--- src/design/pns_pkg.sv ---
// Shared constants, types and helpers of the pitch note segmenter.
package pns_pkg;

    localparam int RING_DEPTH = 1024;
    localparam int RING_AW    = $clog2(RING_DEPTH);
    localparam int FRAME_BITS = 24;
    localparam int CENTS_W    = 20;
    localparam int F0_W       = 20;
    localparam int Q_DEPTH    = 4;
    localparam int Q_AW       = $clog2(Q_DEPTH);

    localparam logic [1:0] CFG_MIN_LEN   = 2'd0;
    localparam logic [1:0] CFG_THRESHOLD = 2'd1;
    localparam logic [1:0] CFG_REFERENCE = 2'd2;
    localparam logic [1:0] CFG_HOP       = 2'd3;

    typedef enum logic {
        CMD_WRITE,
        CMD_NOTE
    } t_cmd_kind;

    typedef struct packed {
        t_cmd_kind                  kind;
        logic [RING_AW-1:0]         addr;
        logic signed [CENTS_W-1:0]  cents;
        logic [FRAME_BITS-1:0]      start;
        logic [FRAME_BITS:0]        stop;
        logic                       last;
    } t_cmd;

    typedef struct packed {
        logic [9:0]      min_len;
        logic [15:0]     threshold;
        logic [F0_W-1:0] reference;
    } t_front_cfg;

    function automatic logic [4:0] f_lead(logic [F0_W-1:0] x);
        logic [4:0] e;
        e = '0;
        for (int i = 0; i < F0_W; i++) begin
            if (x[i]) begin
                e = 5'(i);
            end
        end
        return e;
    endfunction

endpackage

--- src/design/pns_front.sv ---
// Front end: accepts frames, converts pitch to cents and segments notes into commands.
module pns_front (
    input  logic                i_clk,
    input  logic                i_rst_n,
    input  pns_pkg::t_front_cfg i_cfg,
    input  logic                i_valid,
    output logic                o_ready,
    input  logic                i_voiced,
    input  logic [19:0]         i_f0,
    input  logic                i_last,
    output logic                o_push,
    output pns_pkg::t_cmd       o_cmd,
    input  logic                i_full
);

    typedef enum logic [2:0] {
        S_IDLE,
        S_LOG,
        S_MUL,
        S_DECIDE,
        S_PUSH
    } t_state;

    localparam logic [23:0] FRAME_MAX = {pns_pkg::FRAME_BITS{1'b1}};

    t_state               r_state;
    logic                 r_voiced;
    logic                 r_last;
    logic [4:0]           r_ef, r_er;
    logic [19:0]          r_mf, r_mr;
    logic [15:0]          r_ff, r_fr;
    logic [3:0]           r_step;
    logic signed [37:0]   r_v;
    logic                 r_open;
    logic [23:0]          r_start;
    logic [23:0]          r_fi;
    logic signed [19:0]   r_anchor;
    logic [9:0]           r_run;
    pns_pkg::t_cmd        r_cmd [3];
    logic [1:0]           r_ncmd;
    logic [1:0]           r_pidx;

    logic                 n_open;
    logic [23:0]          n_start;
    logic [23:0]          n_fi;
    logic signed [19:0]   n_anchor;
    logic [9:0]           n_run;
    pns_pkg::t_cmd        n_cmd [3];
    logic [1:0]           n_ncmd;

    logic [4:0]           w_ef, w_er;
    logic [39:0]          w_sqf, w_sqr;
    logic signed [21:0]   w_d;
    logic signed [19:0]   w_c;
    logic                 w_voiced;

    assign w_voiced = i_voiced && (i_f0 != '0);
    assign w_ef     = pns_pkg::f_lead(i_f0);
    assign w_er     = pns_pkg::f_lead(i_cfg.reference);
    assign w_sqf    = r_mf * r_mf;
    assign w_sqr    = r_mr * r_mr;
    assign w_d      = $signed({1'b0, r_ef, r_ff}) - $signed({1'b0, r_er, r_fr});
    assign w_c      = r_v[35:16];

    assign o_ready = (r_state == S_IDLE);
    assign o_push  = (r_state == S_PUSH) && !i_full;
    assign o_cmd   = r_cmd[r_pidx];

    always_comb begin
        logic [9:0]         mf;
        logic [24:0]        mf25;
        logic signed [20:0] diff;
        logic [20:0]        dev;
        logic [9:0]         run_n;
        logic [23:0]        back;
        logic [23:0]        split;
        logic               has_note;
        logic [1:0]         lni;
        mf       = (i_cfg.min_len == '0) ? 10'd1 : i_cfg.min_len;
        mf25     = 25'(mf);
        n_open   = r_open;
        n_start  = r_start;
        n_anchor = r_anchor;
        n_run    = r_run;
        n_ncmd   = '0;
        has_note = 1'b0;
        lni      = '0;
        diff     = 21'(w_c) - 21'(r_anchor);
        dev      = diff[20] ? 21'(-diff) : 21'(diff);
        run_n    = r_run + 10'd1;
        back     = 24'(run_n - 10'd1);
        split    = (r_fi >= back) ? (r_fi - back) : '0;
        if (split < r_start) begin
            split = r_start;
        end
        for (int i = 0; i < 3; i++) begin
            n_cmd[i] = '0;
        end
        if (!r_voiced) begin
            if (r_open && (25'(r_fi) - 25'(r_start) >= mf25)) begin
                n_cmd[n_ncmd] = '{pns_pkg::CMD_NOTE, '0, '0, r_start, 25'(r_fi), 1'b0};
                has_note = 1'b1;
                lni = n_ncmd;
                n_ncmd = n_ncmd + 2'd1;
            end
            n_open = 1'b0;
            n_run  = '0;
        end else begin
            n_cmd[n_ncmd] = '{pns_pkg::CMD_WRITE, r_fi[pns_pkg::RING_AW-1:0], w_c,
                              '0, '0, 1'b0};
            n_ncmd = n_ncmd + 2'd1;
            if (!r_open) begin
                n_open   = 1'b1;
                n_start  = r_fi;
                n_anchor = w_c;
                n_run    = '0;
            end else if (dev > 21'(i_cfg.threshold)) begin
                n_run = run_n;
                if (run_n >= mf) begin
                    if (25'(split) - 25'(r_start) >= mf25) begin
                        n_cmd[n_ncmd] = '{pns_pkg::CMD_NOTE, '0, '0, r_start, 25'(split),
                                          1'b0};
                        has_note = 1'b1;
                        lni = n_ncmd;
                        n_ncmd = n_ncmd + 2'd1;
                    end
                    n_start  = split;
                    n_anchor = w_c;
                    n_run    = '0;
                end
            end else begin
                n_run = '0;
            end
            if (r_last) begin
                if (25'(r_fi) + 25'd1 - 25'(n_start) >= mf25) begin
                    n_cmd[n_ncmd] = '{pns_pkg::CMD_NOTE, '0, '0, n_start,
                                      25'(r_fi) + 25'd1, 1'b0};
                    has_note = 1'b1;
                    lni = n_ncmd;
                    n_ncmd = n_ncmd + 2'd1;
                end
                n_open = 1'b0;
                n_run  = '0;
            end
        end
        if (has_note) begin
            n_cmd[lni].last = 1'b1;
        end
        if (r_last) begin
            n_fi   = '0;
            n_open = 1'b0;
            n_run  = '0;
        end else if (r_fi < FRAME_MAX) begin
            n_fi = r_fi + 24'd1;
        end else begin
            n_fi = r_fi;
        end
    end

    always_ff @(posedge i_clk) begin
        if (!i_rst_n) begin
            r_state  <= S_IDLE;
            r_open   <= 1'b0;
            r_start  <= '0;
            r_fi     <= '0;
            r_anchor <= '0;
            r_run    <= '0;
            r_ncmd   <= '0;
            r_pidx   <= '0;
        end else begin
            case (r_state)
                S_IDLE: begin
                    if (i_valid) begin
                        r_voiced <= w_voiced;
                        r_last   <= i_last;
                        r_ef     <= (i_f0 == '0) ? 5'd0 : w_ef;
                        r_er     <= (i_cfg.reference == '0) ? 5'd0 : w_er;
                        r_mf     <= i_f0 << (5'd19 - w_ef);
                        r_mr     <= i_cfg.reference << (5'd19 - w_er);
                        r_ff     <= '0;
                        r_fr     <= '0;
                        r_step   <= '0;
                        r_v      <= '0;
                        r_state  <= w_voiced ? S_LOG : S_DECIDE;
                    end
                end
                S_LOG: begin
                    r_mf   <= w_sqf[39] ? w_sqf[39:20] : w_sqf[38:19];
                    r_mr   <= w_sqr[39] ? w_sqr[39:20] : w_sqr[38:19];
                    r_ff   <= {r_ff[14:0], w_sqf[39]};
                    r_fr   <= {r_fr[14:0], w_sqr[39]};
                    r_step <= r_step + 4'd1;
                    if (r_step == 4'd15) begin
                        r_state <= S_MUL;
                    end
                end
                S_MUL: begin
                    r_v     <= 38'(w_d) * 38'sd19200 + 38'sd32768;
                    r_state <= S_DECIDE;
                end
                S_DECIDE: begin
                    r_open   <= n_open;
                    r_start  <= n_start;
                    r_fi     <= n_fi;
                    r_anchor <= n_anchor;
                    r_run    <= n_run;
                    r_cmd    <= n_cmd;
                    r_ncmd   <= n_ncmd;
                    r_pidx   <= '0;
                    r_state  <= (n_ncmd == '0) ? S_IDLE : S_PUSH;
                end
                S_PUSH: begin
                    if (!i_full) begin
                        r_pidx <= r_pidx + 2'd1;
                        if (r_pidx == r_ncmd - 2'd1) begin
                            r_state <= S_IDLE;
                        end
                    end
                end
                default: r_state <= S_IDLE;
            endcase
        end
    end

endmodule

--- config.mk ---
export PLATFORM = sky130hd
export DESIGN_NAME = pns_front
export DESIGN_NICKNAME = d
export VERILOG_FILES = /design/src/design/pns_pkg.sv /design/src/design/pns_front.sv
export SDC_FILE = /design/constraint.sdc
export NUM_CORES = 2
export LEC_CHECK = 0
export BUFFER_PORTS_ARGS = -buffer_cell sky130_fd_sc_hd__buf_2
export CAP_MARGIN = 10
export CORE_MARGIN = 1
export CORE_UTILIZATION = 50
export DETAILED_ROUTE_END_ITERATION = 6
export PLACE_DENSITY_LB_ADDON = 0.15
export SETUP_SLACK_MARGIN = 0.3
export SLEW_MARGIN = 20
export SYNTH_ARGS = -nofsm -noshare
export SYNTH_HDL_FRONTEND = slang
export SYNTH_SLANG_ARGS = --single-unit
--- constraint.sdc ---
create_clock -name i_clk -period 23.5 [get_ports i_clk]
set_input_delay 2.35 -clock i_clk [delete_from_list [all_inputs] [get_ports i_clk]]
set_output_delay 2.35 -clock i_clk [all_outputs]
set_load 0.02 [all_outputs]
==> results.txt <==
The flow ran to the end, but the final reports show violations. The final reports fail on DRC. The number of endpoints failing setup at the final stage came out at 0.

The number of clock sinks came out at approximately 380. The number of nets in the synthesized netlist is 7073. The number of top-level pins is 155. The placed wire-length estimate is around 110000 um. The worst hold path belongs to the class flip-flop to flip-flop.

Setup repair after global routing left no endpoint under its margin. For this run, the slowest stage of the critical path takes slightly above 700 ps. The number of global-route vias before repair is 40900. The gate count of the mapped netlist is 5812.

The H-tree level count came out at 2. The average wire per standard cell is 19.2 um. The share of async-settable or async-resettable flops after synthesis came out at 0. The CTS clock-pin slew for the worst setup and hold paths came out at 60 ps. The clock tree from TritonCTS is built. The worst min-delay path startpoint is r_anchor[0]. The total of cells resized after clock tree synthesis is 0.

The placed instance area came out at around 0.056 sq mm. Along the worst hold path, the cell count comes to 2. The number of synthesized flops with an enable pin came out at approximately 290.

The layout overhead on the synthesized area came out at 7.12%. STA classifies the critical path endpoint as a flip-flop. For this block, the via count after detailed routing is just over 40000. Summing every instance area after synthesis gives between 0.05 and 0.06 sq mm. The overall overflow remaining after global route is 0. The max-cap check violation count came out at 0. The initial DRC count is between 2000 and 3000. The number of max-slew violations in the final report came out at 0. The layout has 9797 filler cells. Entering global routing, the biggest net connects 80 pins. In this run the worst path has a maximum fanout of 48.

The biggest area consumer among synthesized cells is sky130_fd_sc_hd__fa_1. At the worst endpoint, the arrival time is 14170 ps. In this run the vertical extent of the chip is 329 um. The post-CTS setup buffer count is 0. For this run, the register share of the synthesized area comes to 0.195. The wire length of the first global-routing pass is 224000 um. The starting density of the core is 0.506. Ranked by total cell area, the synthesized netlist is headed by sky130_fd_sc_hd__fa_1 23%, sky130_fd_sc_hd__edfxtp_1 16%, sky130_fd_sc_hd__ha_1 14%.

The post-layout net count is slightly above 7000. The clock root buffer is sky130_fd_sc_hd__clkbuf_16. The total of warnings raised by yosys is 0.

The worst register-to-register path ends at r_cmd[81]. The global routing met2 resource utilization is 0.424. Buffers inserted to repair hold after CTS numbered 0.

The final period utilization came out at 0.586. STA classifies the critical path startpoint as a flip-flop. Once routing completed, OpenROAD measured the worst setup slack at roughly 9700 ps. The critical path is of the flip-flop to flip-flop type. The die outline area is 0.108 sq mm. The share of synthesized area in the top cell type comes to 0.226. The first detailed-routing pass ran for 7 iterations.

The global-route layer with the greatest usage is met2. The overall routed net length is about 140000 um. The endpoint of the worst hold path is r_anchor[0]. In the synthesized netlist the dominant register cell turns out to be sky130_fd_sc_hd__edfxtp_1. Across every metal layer, demand over resource in global routing totals 0.261.

The hold violation total from the final report is 0. The total number of placement rows is around 120. Counting distinct cell types in the post-synthesis netlist gives roughly 100. The number of clock buffers inserted by TritonCTS came out at 44.

The area of all sequential standard cells is 0.0105 sq mm. The number of vias per cell after detailed routing is roughly 5.6. The number of antenna violations at the first check in global routing is 10. The mean instance size in the synthesized netlist is around 9.2 sq um. For the worst flop-to-flop path, the logic depth is 48. Among all stages on the critical path, the largest delay is contributed by sky130_fd_sc_hd__o21ai_0. The count of nets left with antenna violations after detail routing came out at 0. The data required time at the worst endpoint is ~24000 ps. OpenSTA, run right after detailed placement, puts the worst setup slack at around 10000 ps.

On the final layout, the worst clock skew is around 68 ps. The maximum clock frequency came out at around 73 MHz. The final critical path time including I/O delays and setup came out at approximately 14000 ps. The fraction of met3 tracks used by global routing came out at 0.0325.

The remaining max-slew budget at the tightest pin is 0.216. The setup total negative slack is 0 ps. The synthesized design contains 377 register bits.

In this run the critical register-to-register path is launched from r_run[0]. The transition time at the pin with the least slew margin came out at between 1000 and 1500 ps. The insertion delay of the later-clocked pin in the worst-skew pair came out at approximately 640 ps.

The weighted congestion at the end of routability-driven global placement is 0.910. The number of port buffers is 154. The chip width is around 330 um. The multi-input combinational cell area came out at roughly 0.039 sq mm. The DRC violations left came out at 23. The core region area came out at about 0.11 sq mm. The register-to-register setup slack is 9730 ps. The global routing usage on met1 is 0.377. The clock tree buffer depth is 3. The fraction of final layout cells with drive strength greater than 1 is 0.0779. Summing all non-filler instances in the final layout gives an area of around 0.057 sq mm.
[how the worst max path moves through the flow]
| stage | startpoint | endpoint | depth (start not counted) |
|---|---|---|---|
| 2_1_floorplan | r_run[0] | r_cmd[0] | 52 |
| 3_3_place_gp | r_run[0] | r_cmd[81] | 48 |
| 3_5_place_dp | r_run[0] | r_cmd[81] | 47 |
| 4_1_cts | r_run[0] | r_cmd[81] | 48 |
| 5_1_grt | r_run[0] | r_cmd[81] | 48 |
| 6_report | r_run[0] | r_cmd[81] | 48 |
[layer usage]
metal,vias to the layer above,part of all wire,wire (um)
met3,150,0.060,8420
met5,-,0.00035,49
met2,1092,0.46,64200
li1,19700,-,-
met1,20200,0.47,65100
met4,8,0.016,2180
[synthesized netlist by cell type, types with 27 or more instances]
cell / n
sky130_fd_sc_hd__ha_1: 586
sky130_fd_sc_hd__o21a_1: 35
sky130_fd_sc_hd__mux2i_1: 140
sky130_fd_sc_hd__fa_1: 603
sky130_fd_sc_hd__xor2_1: 85
sky130_fd_sc_hd__edfxtp_1: 291
sky130_fd_sc_hd__nand3_1: 99
sky130_fd_sc_hd__a21o_1: 82
sky130_fd_sc_hd__clkbuf_1: 188
sky130_fd_sc_hd__nand2_1: 425
sky130_fd_sc_hd__inv_1: 915
sky130_fd_sc_hd__nor2b_1: 34
sky130_fd_sc_hd__mux2_2: 27
sky130_fd_sc_hd__o21bai_1: 29
sky130_fd_sc_hd__o22ai_1: 39
sky130_fd_sc_hd__dfxtp_1: 86
sky130_fd_sc_hd__xnor2_1: 144
sky130_fd_sc_hd__a31oi_1: 30
sky130_fd_sc_hd__nand4_1: 37
sky130_fd_sc_hd__nor2_1: 392
sky130_fd_sc_hd__and2_1: 332
sky130_fd_sc_hd__and3_1: 40
sky130_fd_sc_hd__nor3_1: 102
sky130_fd_sc_hd__a21oi_1: 266
sky130_fd_sc_hd__a211oi_1: 37
sky130_fd_sc_hd__nand2b_1: 37
sky130_fd_sc_hd__o21ai_0: 266
[cells in the final DEF, fill, tap and decap left out, types with 140 or more instances in the layout]
master,synthesis,final
sky130_fd_sc_hd__o21ai_0,266,266
sky130_fd_sc_hd__and2_1,332,332
sky130_fd_sc_hd__inv_1,915,915
sky130_fd_sc_hd__xnor2_1,144,144
sky130_fd_sc_hd__mux2i_1,140,140
sky130_fd_sc_hd__a21oi_1,266,266
sky130_fd_sc_hd__nor2_1,392,390
sky130_fd_sc_hd__ha_1,586,586
sky130_fd_sc_hd__edfxtp_1,291,291
sky130_fd_sc_hd__nand2_1,425,425
sky130_fd_sc_hd__buf_2,10,154
sky130_fd_sc_hd__fa_1,603,603
[cell families (layout without fill, tap and decap cells)]
group | Yosys count | after routing | synth area share
compound gates | 1049 | 1049 | 0.130
xor+xnor | 231 | 231 | 0.0383
fa+ha+maj | 1190 | 1190 | 0.363
buf+inv | 1141 | 1233 | 0.0815
flops | 377 | 377 | 0.195
mux | 196 | 196 | 0.0421
other cells | 1 | 3 | 0.0000701
simple gates | 1627 | 1627 | 0.150
[flip-flops by register name, summed over array words and instances (netlist names)]
signal,count
r_ef,5
r_v,20
r_run,10
r_anchor,20
r_pidx,2
r_mf,20
r_cmd,183
r_fr,16
r_mr,20
r_last,1
r_open,1
r_state,3
r_start,24
r_ff,16
r_ncmd,2
r_voiced,1
r_er,5
r_step,4
r_fi,24
[through the flow]
stage	util	cells	hold slack [ps]
2_1_floorplan	-	5812	432
3_3_place_gp	0.528	7215	446
3_5_place_dp	0.528	7215	449
4_1_cts	0.542	7295	457
5_1_grt	0.542	7297	470
6_report	0.542	7297	456
[cell type report]
cell class                 instances  area share
inverter                         919      0.0602
clock buffer                      58      0.0208
tap                             1391      0.0304
antenna                            2   0.0000873
multi-input combinational       4294       0.677
clock inverter                    22     0.00498
timing repair buffer             234      0.0239
sequential                       377       0.183
[worst max-delay path, delay by kind of cell (launching register included)]
| family | cells | cell delay, ps |
|---|---|---|
| AO/OA/AOI/OAI | 14 | 3520 |
| XOR/XNOR | 2 | 280 |
| adder cells (fa/ha/maj) | 5 | 1820 |
| buffers and inverters | 2 | 860 |
| flip-flops | 1 | 510 |
| multiplexers | 2 | 410 |
| AND/OR/NAND/NOR | 23 | 6120 |
Power is not shown: default switching activity piles up to over one toggle a cycle in this logic, so the estimate is an artifact.
