--- config.mk ---
export PLATFORM = sky130hd
export DESIGN_NAME = pns_queue
export DESIGN_NICKNAME = d
export VERILOG_FILES = /design/src/design/pns_pkg.sv /design/src/design/pns_queue.sv
export SDC_FILE = /design/constraint.sdc
export NUM_CORES = 1
export LEC_CHECK = 0
export ABC_CLOCK_PERIOD_IN_PS = 3600
export BUFFER_PORTS_ARGS = -buffer_cell sky130_fd_sc_hd__buf_4
export CORE_MARGIN = 3
export CORE_UTILIZATION = 46
export DETAILED_ROUTE_END_ITERATION = 12
export PLACE_DENSITY = 0.66
export RECOVER_POWER = 25
export SETUP_SLACK_MARGIN = 0.2
export SLEW_MARGIN = 20
export SYNTH_ARGS = -nofsm -noshare
export SYNTH_HDL_FRONTEND = slang
export SYNTH_SLANG_ARGS = --single-unit
--- constraint.sdc ---
create_clock -name i_clk -period 3.6 [get_ports i_clk]
set_input_delay 0.18 -clock i_clk [delete_from_list [all_inputs] [get_ports i_clk]]
set_output_delay 0.18 -clock i_clk [all_outputs]
set_load 0.02 [all_outputs]
--- src/design/pns_pkg.sv ---
// Shared constants, types and helpers of the pitch note segmenter.
package pns_pkg;

    localparam int RING_DEPTH = 1024;
    localparam int RING_AW    = $clog2(RING_DEPTH);
    localparam int FRAME_BITS = 24;
    localparam int CENTS_W    = 20;
    localparam int F0_W       = 20;
    localparam int Q_DEPTH    = 4;
    localparam int Q_AW       = $clog2(Q_DEPTH);

    localparam logic [1:0] CFG_MIN_LEN   = 2'd0;
    localparam logic [1:0] CFG_THRESHOLD = 2'd1;
    localparam logic [1:0] CFG_REFERENCE = 2'd2;
    localparam logic [1:0] CFG_HOP       = 2'd3;

    typedef enum logic {
        CMD_WRITE,
        CMD_NOTE
    } t_cmd_kind;

    typedef struct packed {
        t_cmd_kind                  kind;
        logic [RING_AW-1:0]         addr;
        logic signed [CENTS_W-1:0]  cents;
        logic [FRAME_BITS-1:0]      start;
        logic [FRAME_BITS:0]        stop;
        logic                       last;
    } t_cmd;

    typedef struct packed {
        logic [9:0]      min_len;
        logic [15:0]     threshold;
        logic [F0_W-1:0] reference;
    } t_front_cfg;

    function automatic logic [4:0] f_lead(logic [F0_W-1:0] x);
        logic [4:0] e;
        e = '0;
        for (int i = 0; i < F0_W; i++) begin
            if (x[i]) begin
                e = 5'(i);
            end
        end
        return e;
    endfunction

endpackage

--- src/design/pns_queue.sv ---
// Command queue between the front end and the back end.
module pns_queue (
    input  logic          i_clk,
    input  logic          i_rst_n,
    input  logic          i_push,
    input  pns_pkg::t_cmd i_cmd,
    input  logic          i_pop,
    output pns_pkg::t_cmd o_head,
    output logic          o_full,
    output logic          o_empty
);

    pns_pkg::t_cmd               r_mem [pns_pkg::Q_DEPTH];
    logic [pns_pkg::Q_AW-1:0]    r_wp, r_rp;
    logic [pns_pkg::Q_AW:0]      r_cnt;

    assign o_head  = r_mem[r_rp];
    assign o_full  = (r_cnt == (pns_pkg::Q_AW+1)'(pns_pkg::Q_DEPTH));
    assign o_empty = (r_cnt == '0);

    always_ff @(posedge i_clk) begin
        if (i_push) begin
            r_mem[r_wp] <= i_cmd;
        end
    end

    always_ff @(posedge i_clk) begin
        if (!i_rst_n) begin
            r_wp  <= '0;
            r_rp  <= '0;
            r_cnt <= '0;
        end else begin
            if (i_push) begin
                r_wp <= r_wp + 1'b1;
            end
            if (i_pop) begin
                r_rp <= r_rp + 1'b1;
            end
            if (i_push && !i_pop) begin
                r_cnt <= r_cnt + 1'b1;
            end else if (!i_push && i_pop) begin
                r_cnt <= r_cnt - 1'b1;
            end
        end
    end

endmodule

==> impl_metrics.json, run 1 <==
{
  "final_core_utilization_pct": 59.5,
  "effective_utilization_at_floorplan_pct": 46.9,
  "drt_wl_total_um": 22900,
  "cts-htree-levels": 2,
  "sequential_cell_area_fraction_in_the_yosys_report_pct": 81.1,
  "finalWeightedCongestion": 0.709,
  "setup_ws_ns": 0.945,
  "vias": 5772,
  "numCtsBuffers": 35,
  "delay_heaviest_family_cp": "flip-flops",
  "cap_viol_max_count": 0,
  "ys_types": 21,
  "yosysWarnings": 0,
  "portBuffers": 167,
  "setup-tns-final_ns": 0,
  "clkLatencyLatePin_ns": 0.49,
  "totalPowerFinal_mw": 8.88,
  "worst_slack_placed_ns": 1.38,
  "critical_path.slowest_cell": "dfxtp_4",
  "post_synthesis_compound_gate_area_fraction_pct": 0.102,
  "boundaryPins": 168,
  "synth_area_leaders": "edfxtp_1, mux4_2, dfxtp_1, buf_12, ha_1",
  "drive_gt1_share_pct": 34.2,
  "synth-edff-count": 324,
  "synth_cell_count_leaders": "edfxtp_1, mux4_2, and2_1, dfxtp_1",
  "synth_top_cell_by_area": "edfxtp_1",
  "vias_in_the_first_global_route": 6383,
  "globalRouteTotalUtil_pct": 16.2,
  "synth.avg_cell_area_sq_um": 26.2,
  "antenna_found_initial": 0,
  "setup.reg_to_reg.worst_slack_ns": 1.56,
  "power-per-cell-area_nw_per_um2": 573,
  "post_cts.resized_instances": 0,
  "critPathMaxStageDelay_ns": 0.80,
  "die-height_um": 169,
  "worst_ir_drop_on_vdd_mv": 0.432,
  "yosys.cell_count.top_type": "edfxtp_1",
  "drt-pass1-iter-count": 4,
  "cts_tree": "yes",
  "grt_setup_unrepaired": "no",
  "syn-cell-area_sq_um": 12200,
  "final_antenna_net_count": 0,
  "finalMaxSlewViolations": 0,
  "arrival_time_of_the_worst_setup_path_ns": 2.47,
  "areaGrowthSynthToFinish_pct": 27.0,
  "max_clock_freq_ghz": 0.377,
  "outcome": "complete, no violations",
  "dieArea_sq_um": 28500,
  "slew-limit-headroom_pct": 45.9,
  "post_drt_via_cell_ratio": 5.21,
  "core-area_sq_um": 26100,
  "critPathMostFrequentCell": "buf_4",
  "clock_tree.root_cell": "clkbuf_16",
  "max-clock-path-buffers": 3,
  "period_needed_ns": 2.65,
  "drt-initial-drc-count": 440,
  "synth_top_area_share_pct": 79.7,
  "critPathMaxFanout": 33,
  "floorplan.rows": 59,
  "final-hold-violation-count": 0,
  "place_hpwl_um": 13500,
  "post_drt_wl_per_cell_um": 20.7,
  "cts_num_sinks": 333,
  "synth-simple-area-share_pct": 0.748,
  "ys.flop_type": "edfxtp_1",
  "setup.worst_path.class": "reg2out",
  "num_antenna_cells": 0,
  "holdWs_ns": 0.0410,
  "synth-seq-cells": 333,
  "grt_start_max_net_pins": 55,
  "final_min_period_over_clock_period_pct": 73.7,
  "total_congestion_overflow": 0,
  "synth.area.mux_share_pct": 15.1,
  "combinational_family_with_the_most_area_after_synthesis": "multiplexers",
  "timing.hold.worst.class": "in2reg",
  "async_reset_ff_share_pct": 0,
  "critPathBufInv": 2,
  "fin_skew_ns": 0.0129,
  "crit_required_ns": 3.42,
  "final_nets": 837,
  "setup.worst_path.end_class": "output port",
  "grt_pass1_wl_um": 35800,
  "power.static_leakage_nw": 5.19,
  "critical_path.startpoint_type": "register",
  "syn_nets": 557,
  "clk_transition_reported_paths_ns": 0.06,
  "synth_adder_area_share_pct": 0.676,
  "timing.critical_path.cells": "buf_4, mux4_2, buf_4",
  "setup_viol_count_final": 0,
  "cell_count_after_synthesis": 466,
  "remaining_drc_errors": 0,
  "synth_xor_area_share_pct": 0.359,
  "worst_slew_pin_slew_ns": 0.812,
  "fp.dieW_um": 169
}
-- per-layer routing --
metal	up-vias	part of all wire [%]	global-route usage (%)
met3	33	5.7	3.92
met1	3006	40	20.6
met5	-	0	0
met2	167	52	28.3
met4	0	1.6	4.06
li1	2566	-	-
-- final timing paths --
kind	cells past startpoint	to	startpoint
min	3	r_wp[1]$_SDFFE_PN0P_	i_push
min reg2reg	2	r_cnt[2]$_SDFFE_PN0P_	r_cnt[2]$_SDFFE_PN0P_
max reg2reg	4	r_mem[2][45]$_DFFE_PP_	r_wp[0]$_SDFFE_PN0P_
max	3	o_head[70]	register
-- what timing repair did --
item | CTS | global route
hold buffers | 82 | 0
endpoints found under the setup margin | 0 | 0
setup buffers | 0 | 0
hold endpoints to repair | 332 | 0
-- registers in the layout, indices dropped and copies added, names as in the netlist, named ones only --
register / flops
r_wp: 2
r_rp: 2
r_mem: 324
r_cnt: 3
-- cells in the final DEF, fill, tap and decap left out, drive strengths merged, types with 2 or more instances in the layout --
| master | count |
|---|---|
| mux2i | 2 |
| dlygate4sd3 | 82 |
| inv | 5 |
| clkbuf | 94 |
| clkinv | 16 |
| nor2b | 2 |
| edfxtp | 324 |
| ha | 5 |
| xor2 | 3 |
| and2 | 9 |
| dfxtp | 9 |
| mux4 | 81 |
| buf | 129 |
| xnor2 | 2 |
-- power by group --
group | internal (mW) | switching (mW)
Sequential | 4.45 | 0.0895
Combinational | 0.513 | 0.532
Clock | 1.95 | 1.35
Total | 6.91 | 1.97
-- kinds of logic after synthesis --
group / count (synthesis)
adders and majority gates: 6
AOI/OAI and AO/OA: 2
buffers and inverters: 22
xor gates and xnor gates: 5
muxes: 83
and+or+nand+nor: 15
DFF: 333
-- worst min-delay path, delay by kind of cell --
kind	cells	cell delay [ns]
buf+inv	1	0.14
simple gates	1	0.09
mux	1	0.08
-- cell type report --
cell class	count	area, sq um
well taps	335	419
fillers	1882	10600
repair buffers	261	2000
flip-flops and latches	333	9920
inverters	4	15.0
clock inverters	19	116
clock buffers	44	952
multi-input cells	111	2080
-- through the flow --
step	instances	cell area, sq um
floorplan	466	12200
global placement	962	13800
detailed placement	962	13800
CTS	1107	15700
global route	1107	15500
finish	1107	15500
Note: power is estimated with default switching activity, not from simulation.
==> run 2, diff against run 1 <==
ABC_AREA = 1   (was default)
ABC_CLOCK_PERIOD_IN_PS = 2580   (was 3600)
clock period = 2.58 ns   (was 3.6 ns; I/O delays follow)
==> run 2 against run 1 <==
Core utilization down 0.088 points. Sequential power up 37%. Setup slack worse by 0.64 ns. Clock skew down 0.0087 ns. Clock power up 32%.
==> impl_metrics.json, run 2 <==
{
  "outcome": "complete, no violations",
  "post_drt_via_cell_ratio": 5.33,
  "synth_cell_count_leaders": "edfxtp_1, o21ai_0, nor2_1, o22ai_1",
  "pwr-share-comb_pct": 11.9,
  "ys_types": 23,
  "globalRouteTotalUtil_pct": 18.2,
  "cts_num_sinks": 333,
  "vias_in_the_first_global_route": 7653,
  "groute.layer.met2.usage_pct": 30.3,
  "synth_top_area_share_pct": 77.7,
  "switching_power_of_the_nets_mw": 2.83,
  "arrival_time_of_the_worst_setup_path_ns": 2.15,
  "netSwitchingFraction_pct": 23.5,
  "antenna_found_initial": 3,
  "setup_viol_count_final": 0,
  "final_antenna_net_count": 0,
  "cts-htree-levels": 2,
  "max-clock-path-buffers": 3,
  "fin_skew_ns": 0.00423,
  "final_nets": 1186,
  "top_usage_layer": "met2",
  "portBuffers": 167,
  "drive_gt1_share_pct": 18.3,
  "timing.critical_path.cells": "buf_4, o21ai_0, o22ai_1, buf_4",
  "setup.worst_path.class": "reg2out",
  "cts_tree": "yes",
  "power-per-cell-area_nw_per_um2": 767,
  "cellInternalPower_mw": 9.21,
  "areaGrowthSynthToFinish_pct": 25.3,
  "most_frequent_standard_cell_in_the_layout_excluding_fill_and_tap_cells": "edfxtp_1",
  "critPathMostFrequentCell": "buf_4",
  "grt_start_max_net_pins": 99,
  "floorplan.rows": 59,
  "critPathBufInv": 2,
  "dieArea_sq_um": 29200,
  "final-hold-violation-count": 0,
  "yosys.cell_count.top_type": "edfxtp_1",
  "power.static_leakage_nw": 5.39,
  "slew-limit-headroom_pct": 40.8,
  "sequentialPowerShare_pct": 51.9,
  "setup-tns-final_ns": 0,
  "critPathMaxStageDelay_ns": 0.52,
  "numCtsBuffers": 35,
  "core-area_sq_um": 26400,
  "drt-initial-drc-count": 599,
  "setup.worst_path.end_class": "output port",
  "synth-seq-cells": 333,
  "ys.flop_type": "edfxtp_1",
  "regMostFlops": "r_mem",
  "cap_viol_max_count": 0,
  "worst_slew_pin_slew_ns": 0.888,
  "grt_pass1_wl_um": 41400,
  "largest_registers": "r_mem x324, r_cnt x3",
  "max_clock_freq_ghz": 0.439,
  "largest_register_ffs": 324,
  "total_congestion_overflow": 0,
  "critPathMaxFanout": 34,
  "post_drt_wl_per_cell_um": 18.6,
  "cell_count_after_synthesis": 841,
  "clk_transition_reported_paths_ns": 0.06,
  "sequential_cell_area_fraction_in_the_yosys_report_pct": 79.1,
  "vias": 7749,
  "delay_heaviest_family_cp": "buffers and inverters",
  "synth.avg_cell_area_sq_um": 14.9,
  "syn-cell-area_sq_um": 12500,
  "async_reset_ff_share_pct": 0,
  "syn_nets": 932,
  "fp.dieW_um": 171,
  "clock_tree.root_cell": "clkbuf_16",
  "drt_wl_total_um": 27000,
  "synth-edff-count": 324,
  "timing.hold.worst.class": "in2reg",
  "yosysWarnings": 0,
  "synth_top_cell_by_area": "edfxtp_1",
  "finalWeightedCongestion": 0.740,
  "crit_required_ns": 2.45,
  "worst_ir_drop_on_vdd_mv": 0.477,
  "clkPwrFrac_pct": 36.2,
  "grt_setup_unrepaired": "yes",
  "die-height_um": 171,
  "period_needed_ns": 2.28,
  "critical_path.startpoint_type": "register",
  "effective_utilization_at_floorplan_pct": 47.4,
  "boundaryPins": 168,
  "finalMaxSlewViolations": 0,
  "final_min_period_over_clock_period_pct": 88.2,
  "synth_area_leaders": "edfxtp_1, o21ai_0, nor2_1, o22ai_1, dfxtp_1",
  "clkLatencyLatePin_ns": 0.50,
  "critical_path.slowest_cell": "dfxtp_4",
  "globalRouteMet1Util_pct": 24.5,
  "grt_use_met3_pct": 4.00,
  "drt-pass1-iter-count": 5,
  "place_hpwl_um": 15000,
  "remaining_drc_errors": 0,
  "mostFrequentLayoutCells": "edfxtp_1, o21ai_0, nor2_1",
  "final_core_utilization_pct": 59.4
}
## run 2: cell types whose count changed after synthesis, moves of 11 or more
cell and change:
nor2_2 +20, clkbuf_1 +19, o22ai_1 +81, o21ai_0 +147, nor2_1 +147, inv_1 +11, mux4_2 -81, o21ai_1 +20
## run 2: worst reg2reg max path, stage by stage, from the launching register on
cell	delay (ns)
dfxtp_1	0.33
inv_1	0.12
ha_1	0.16
nand2_1	0.08
clkinvlp_4	0.08
buf_4	0.68
## run 2: cell type report
| class | count | area [sq um] |
|---|---|---|
| clock inverters | 17 | 85.1 |
| repair buffers | 269 | 2100 |
| multi-input cells | 439 | 2180 |
| clock buffers | 42 | 902 |
| inverters | 17 | 96.3 |
| diodes | 2 | 5.00 |
| fillers | 2097 | 10700 |
| flip-flops and latches | 333 | 9910 |
| well taps | 335 | 419 |
## run 2: logic make-up after synthesis
group	share of synthesized area (%)
AOI/OAI and AO/OA	10.9
adders and majority gates	0.659
buffers and inverters	3.48
DFF	79.1
and+or+nand+nor	5.84
## run 2: per-layer routing
| layer | share of wire, % | wire length (um) |
|---|---|---|
| met5 | 0.026 | 7 |
| met4 | 1.9 | 504 |
| met3 | 5.8 | 1560 |
| met2 | 49 | 13100 |
| met1 | 44 | 11800 |
## run 2: repair_timing
action                                 CTS  global route
hold buffers                            84             0
setup buffers                            0             1
endpoints found under the hold margin  333             0
setup endpoints to repair               26            55
gates resized for setup                  2             1
## run 2: final timing paths
kind / to / cells after the start / from / slack [ns]
worst min-delay path: r_mem[1][3]$_DFFE_PP_ / 2 / i_cmd[3] / 0.37
worst max-delay path: o_head[55] / 4 / register / 0.30
worst min register to register: register / 1 / r_rp[1]$_SDFFE_PN0P_ / 0.48
worst max register to register: r_mem[2][1]$_DFFE_PP_ / 5 / r_wp[0]$_SDFFE_PN0P_ / 0.73
## run 2: power by group through the flow
| stage | Sequential, mW | Clock, mW | Combinational [mW] |
|---|---|---|---|
| after global placement | 6.35 | 0 | 1.35 |
| final | 6.24 | 4.36 | 1.43 |
| after CTS | 6.25 | 4.46 | 1.47 |
| after detailed placement | 6.36 | 0 | 1.37 |
| after global routing | 6.26 | 4.66 | 1.56 |
| after floorplan | 6.34 | 0 | 0.766 |
## run 2: metrics by stage
stage	cells	hold WS (ns)	setup slack (ns)	power (mW)	area, sq um
after floorplan	841	0.228	0.318	7.11	12500
after CTS	1451	0.351	0.193	12.2	15900
final	1454	0.374	0.303	12.0	15700
after global placement	1308	0.332	0.674	7.70	14000
after detailed placement	1308	0.333	0.648	7.72	14000
after global routing	1454	0.393	0.145	12.5	15700
==> run 3, diff against run 2 <==
CELL_PAD_IN_SITES_DETAIL_PLACEMENT = 1   (was default)
CELL_PAD_IN_SITES_GLOBAL_PLACEMENT = 1   (was default)
PLACE_DENSITY = default   (was 0.66)
PLACE_DENSITY_LB_ADDON = 0.1   (was default)
==> run 3 against run 2 <==
Non-clock buffer count increased by 2. Register-to-register slack about the same. Maximum frequency decreased by 1.3%. Critical path type unchanged. Largest power group unchanged. Highest routed layer is now met4.
==> impl_metrics.json, run 3 (synthesized netlist as in run 2, its figures left out) <==
{
  "final-hold-violation-count": 0,
  "final_core_utilization_pct": 59.8,
  "boundaryPins": 168,
  "floorplan.rows": 59,
  "worst_ir_drop_on_vdd_mv": 0.567,
  "critical_path.startpoint_type": "register",
  "clock_tree.root_cell": "clkbuf_16",
  "placedCellCount": 1310,
  "critical_path.slowest_cell": "dfxtp_2",
  "cts-htree-levels": 2,
  "finalMaxSlewViolations": 0,
  "critPathCapture": "o_head[36]",
  "worstReg2RegStart": "r_wp[0]$_SDFFE_PN0P_",
  "worst_r2r_endpoint": "r_mem[3][16]$_DFFE_PP_",
  "place_hpwl_um": 16800,
  "regMostFlops": "r_mem",
  "setup-tns-final_ns": 0,
  "worstRegToRegCells": 4,
  "grt_setup_unrepaired": "yes",
  "power.static_leakage_nw": 5.44,
  "finalWeightedCongestion": 0.697,
  "arrival_time_of_the_worst_setup_path_ns": 2.18,
  "setup.reg_to_reg.worst_slack_ns": 0.72,
  "remaining_drc_errors": 0,
  "vias": 7889,
  "vias_in_the_first_global_route": 8396,
  "grt_pass1_wl_um": 45600,
  "post_drt_via_cell_ratio": 5.41,
  "outcome": "complete, no violations",
  "worst_slew_pin_slew_ns": 0.679,
  "dpl-instance-area_sq_um": 14100,
  "drive_gt1_share_pct": 18.7,
  "mostFrequentLayoutCells": "edfxtp_1, o21ai_0, nor2_1",
  "worst_slack_placed_ns": 0.645,
  "final-instance-count-excl-fill": 1458,
  "numCtsBuffers": 35,
  "antenna_found_initial": 2,
  "holdWs_ns": 0.386,
  "drt_wl_total_um": 29700,
  "cts_tree": "yes",
  "drt-pass1-iter-count": 4,
  "portBuffers": 167,
  "total_congestion_overflow": 0,
  "fin_skew_ns": 0.0127,
  "setup_viol_count_final": 0,
  "drt-initial-drc-count": 541,
  "final_nets": 1188,
  "timing.hold.worst.class": "in2reg",
  "largest_registers": "r_mem x324, r_cnt x3",
  "setup.worst_path.class": "reg2out",
  "period_needed_ns": 2.31,
  "critPathMostFrequentCell": "buf_4",
  "critPathMaxFanout": 31,
  "cts_num_sinks": 333,
  "fillers": 2531,
  "cap_viol_max_count": 0,
  "most_frequent_standard_cell_in_the_layout_excluding_fill_and_tap_cells": "edfxtp_1",
  "max-clock-path-buffers": 3,
  "fp.dieW_um": 171,
  "dieArea_sq_um": 29200,
  "timing.critical_path.cells": "buf_4, o21ai_0, o22ai_1, buf_4",
  "setup.worst_path.end_class": "output port",
  "core-area_sq_um": 26400,
  "crit_required_ns": 2.45,
  "die-height_um": 171,
  "clk_transition_reported_paths_ns": 0.06,
  "final_design_area_no_fill_sq_um": 15800,
  "largest_register_ffs": 324,
  "final_min_period_over_clock_period_pct": 89.4,
  "effective_utilization_at_floorplan_pct": 47.4,
  "setup_ws_ns": 0.273,
  "clkLatencyLatePin_ns": 0.51,
  "post_drt_wl_per_cell_um": 20.3,
  "areaGrowthSynthToFinish_pct": 26.2,
  "slew-limit-headroom_pct": 54.6,
  "globalRouteTotalUtil_pct": 20.1,
  "final_antenna_net_count": 0,
  "critPathMaxStageDelay_ns": 0.55,
  "power-per-cell-area_nw_per_um2": 774,
  "totalPowerFinal_mw": 12.2,
  "grt_start_max_net_pins": 82,
  "max_clock_freq_ghz": 0.434
}
==> run 3: cell count changes in the layout (fill, tap and decap cells not counted) <==
cell	before	now
inv_16	0	1
clkbuf_1	56	54
inv_12	1	0
buf_6	2	5
clkinv_8	0	1
buf_12	2	6
buf_16	1	0
clkinv_2	1	5
buf_4	131	127
bufinv_16	0	1
inv_6	4	3
clkinv_4	1	0
==> run 3: worst min path at each step <==
stage              start                     end  depth (start not counted)
2_1_floorplan   i_cmd[0]   r_mem[0][0]$_DFFE_PP_                          0
3_3_place_gp   i_cmd[75]  r_mem[2][75]$_DFFE_PP_                          1
3_5_place_dp   i_cmd[74]  r_mem[1][74]$_DFFE_PP_                          1
4_1_cts        i_cmd[33]  r_mem[1][33]$_DFFE_PP_                          2
5_1_grt        i_cmd[63]  r_mem[1][63]$_DFFE_PP_                          2
6_report       i_cmd[52]  r_mem[1][52]$_DFFE_PP_                          2
==> run 3: layout make-up <==
type / count / area [sq um] / share of cell area (%)
multi-input cells: 439 / 2180 / 13.8
flip-flops and latches: 333 / 9910 / 62.7
clock inverters: 21 / 126 / 0.800
inverters: 17 / 108 / 0.681
repair buffers: 271 / 2150 / 13.6
clock buffers: 40 / 895 / 5.66
well taps: 335 / 419 / 2.65
diodes: 2 / 5.00 / 0.0317
==> run 3: routing by layer <==
| metal | GRT usage (%) | vias up | share of wire [%] | wire [um] |
|---|---|---|---|---|
| met3 | 4.78 | 41 | 5.3 | 1580 |
| met2 | 35.4 | 187 | 51 | 15200 |
| met1 | 25.1 | 3981 | 41 | 12300 |
| met4 | 5.21 | 0 | 1.8 | 546 |
| li1 | - | 3680 | - | - |
| met5 | 0 | - | 0 | 0 |
==> run 3: power breakdown <==
| group | internal, mW | switching [mW] | leakage [nW] |
|---|---|---|---|
| registers | 6.18 | 0.0720 | 3.05 |
| logic | 0.547 | 0.908 | 1.89 |
| clock network | 2.58 | 1.94 | 0.503 |
| total | 9.31 | 2.92 | 5.44 |
==> run 3: repair_timing <==
action,in CTS,in global routing
endpoints found under the setup margin,17,30
hold buffers,84,0
hold endpoints to repair,333,0
resized for setup,4,3
setup buffers,0,1
==> run 3: critical path, delay by kind of cell (launching register included) <==
kind	cells	cell delay, ns
buffers and inverters	2	0.62
DFF	1	0.55
AOI/OAI and AO/OA	2	0.49
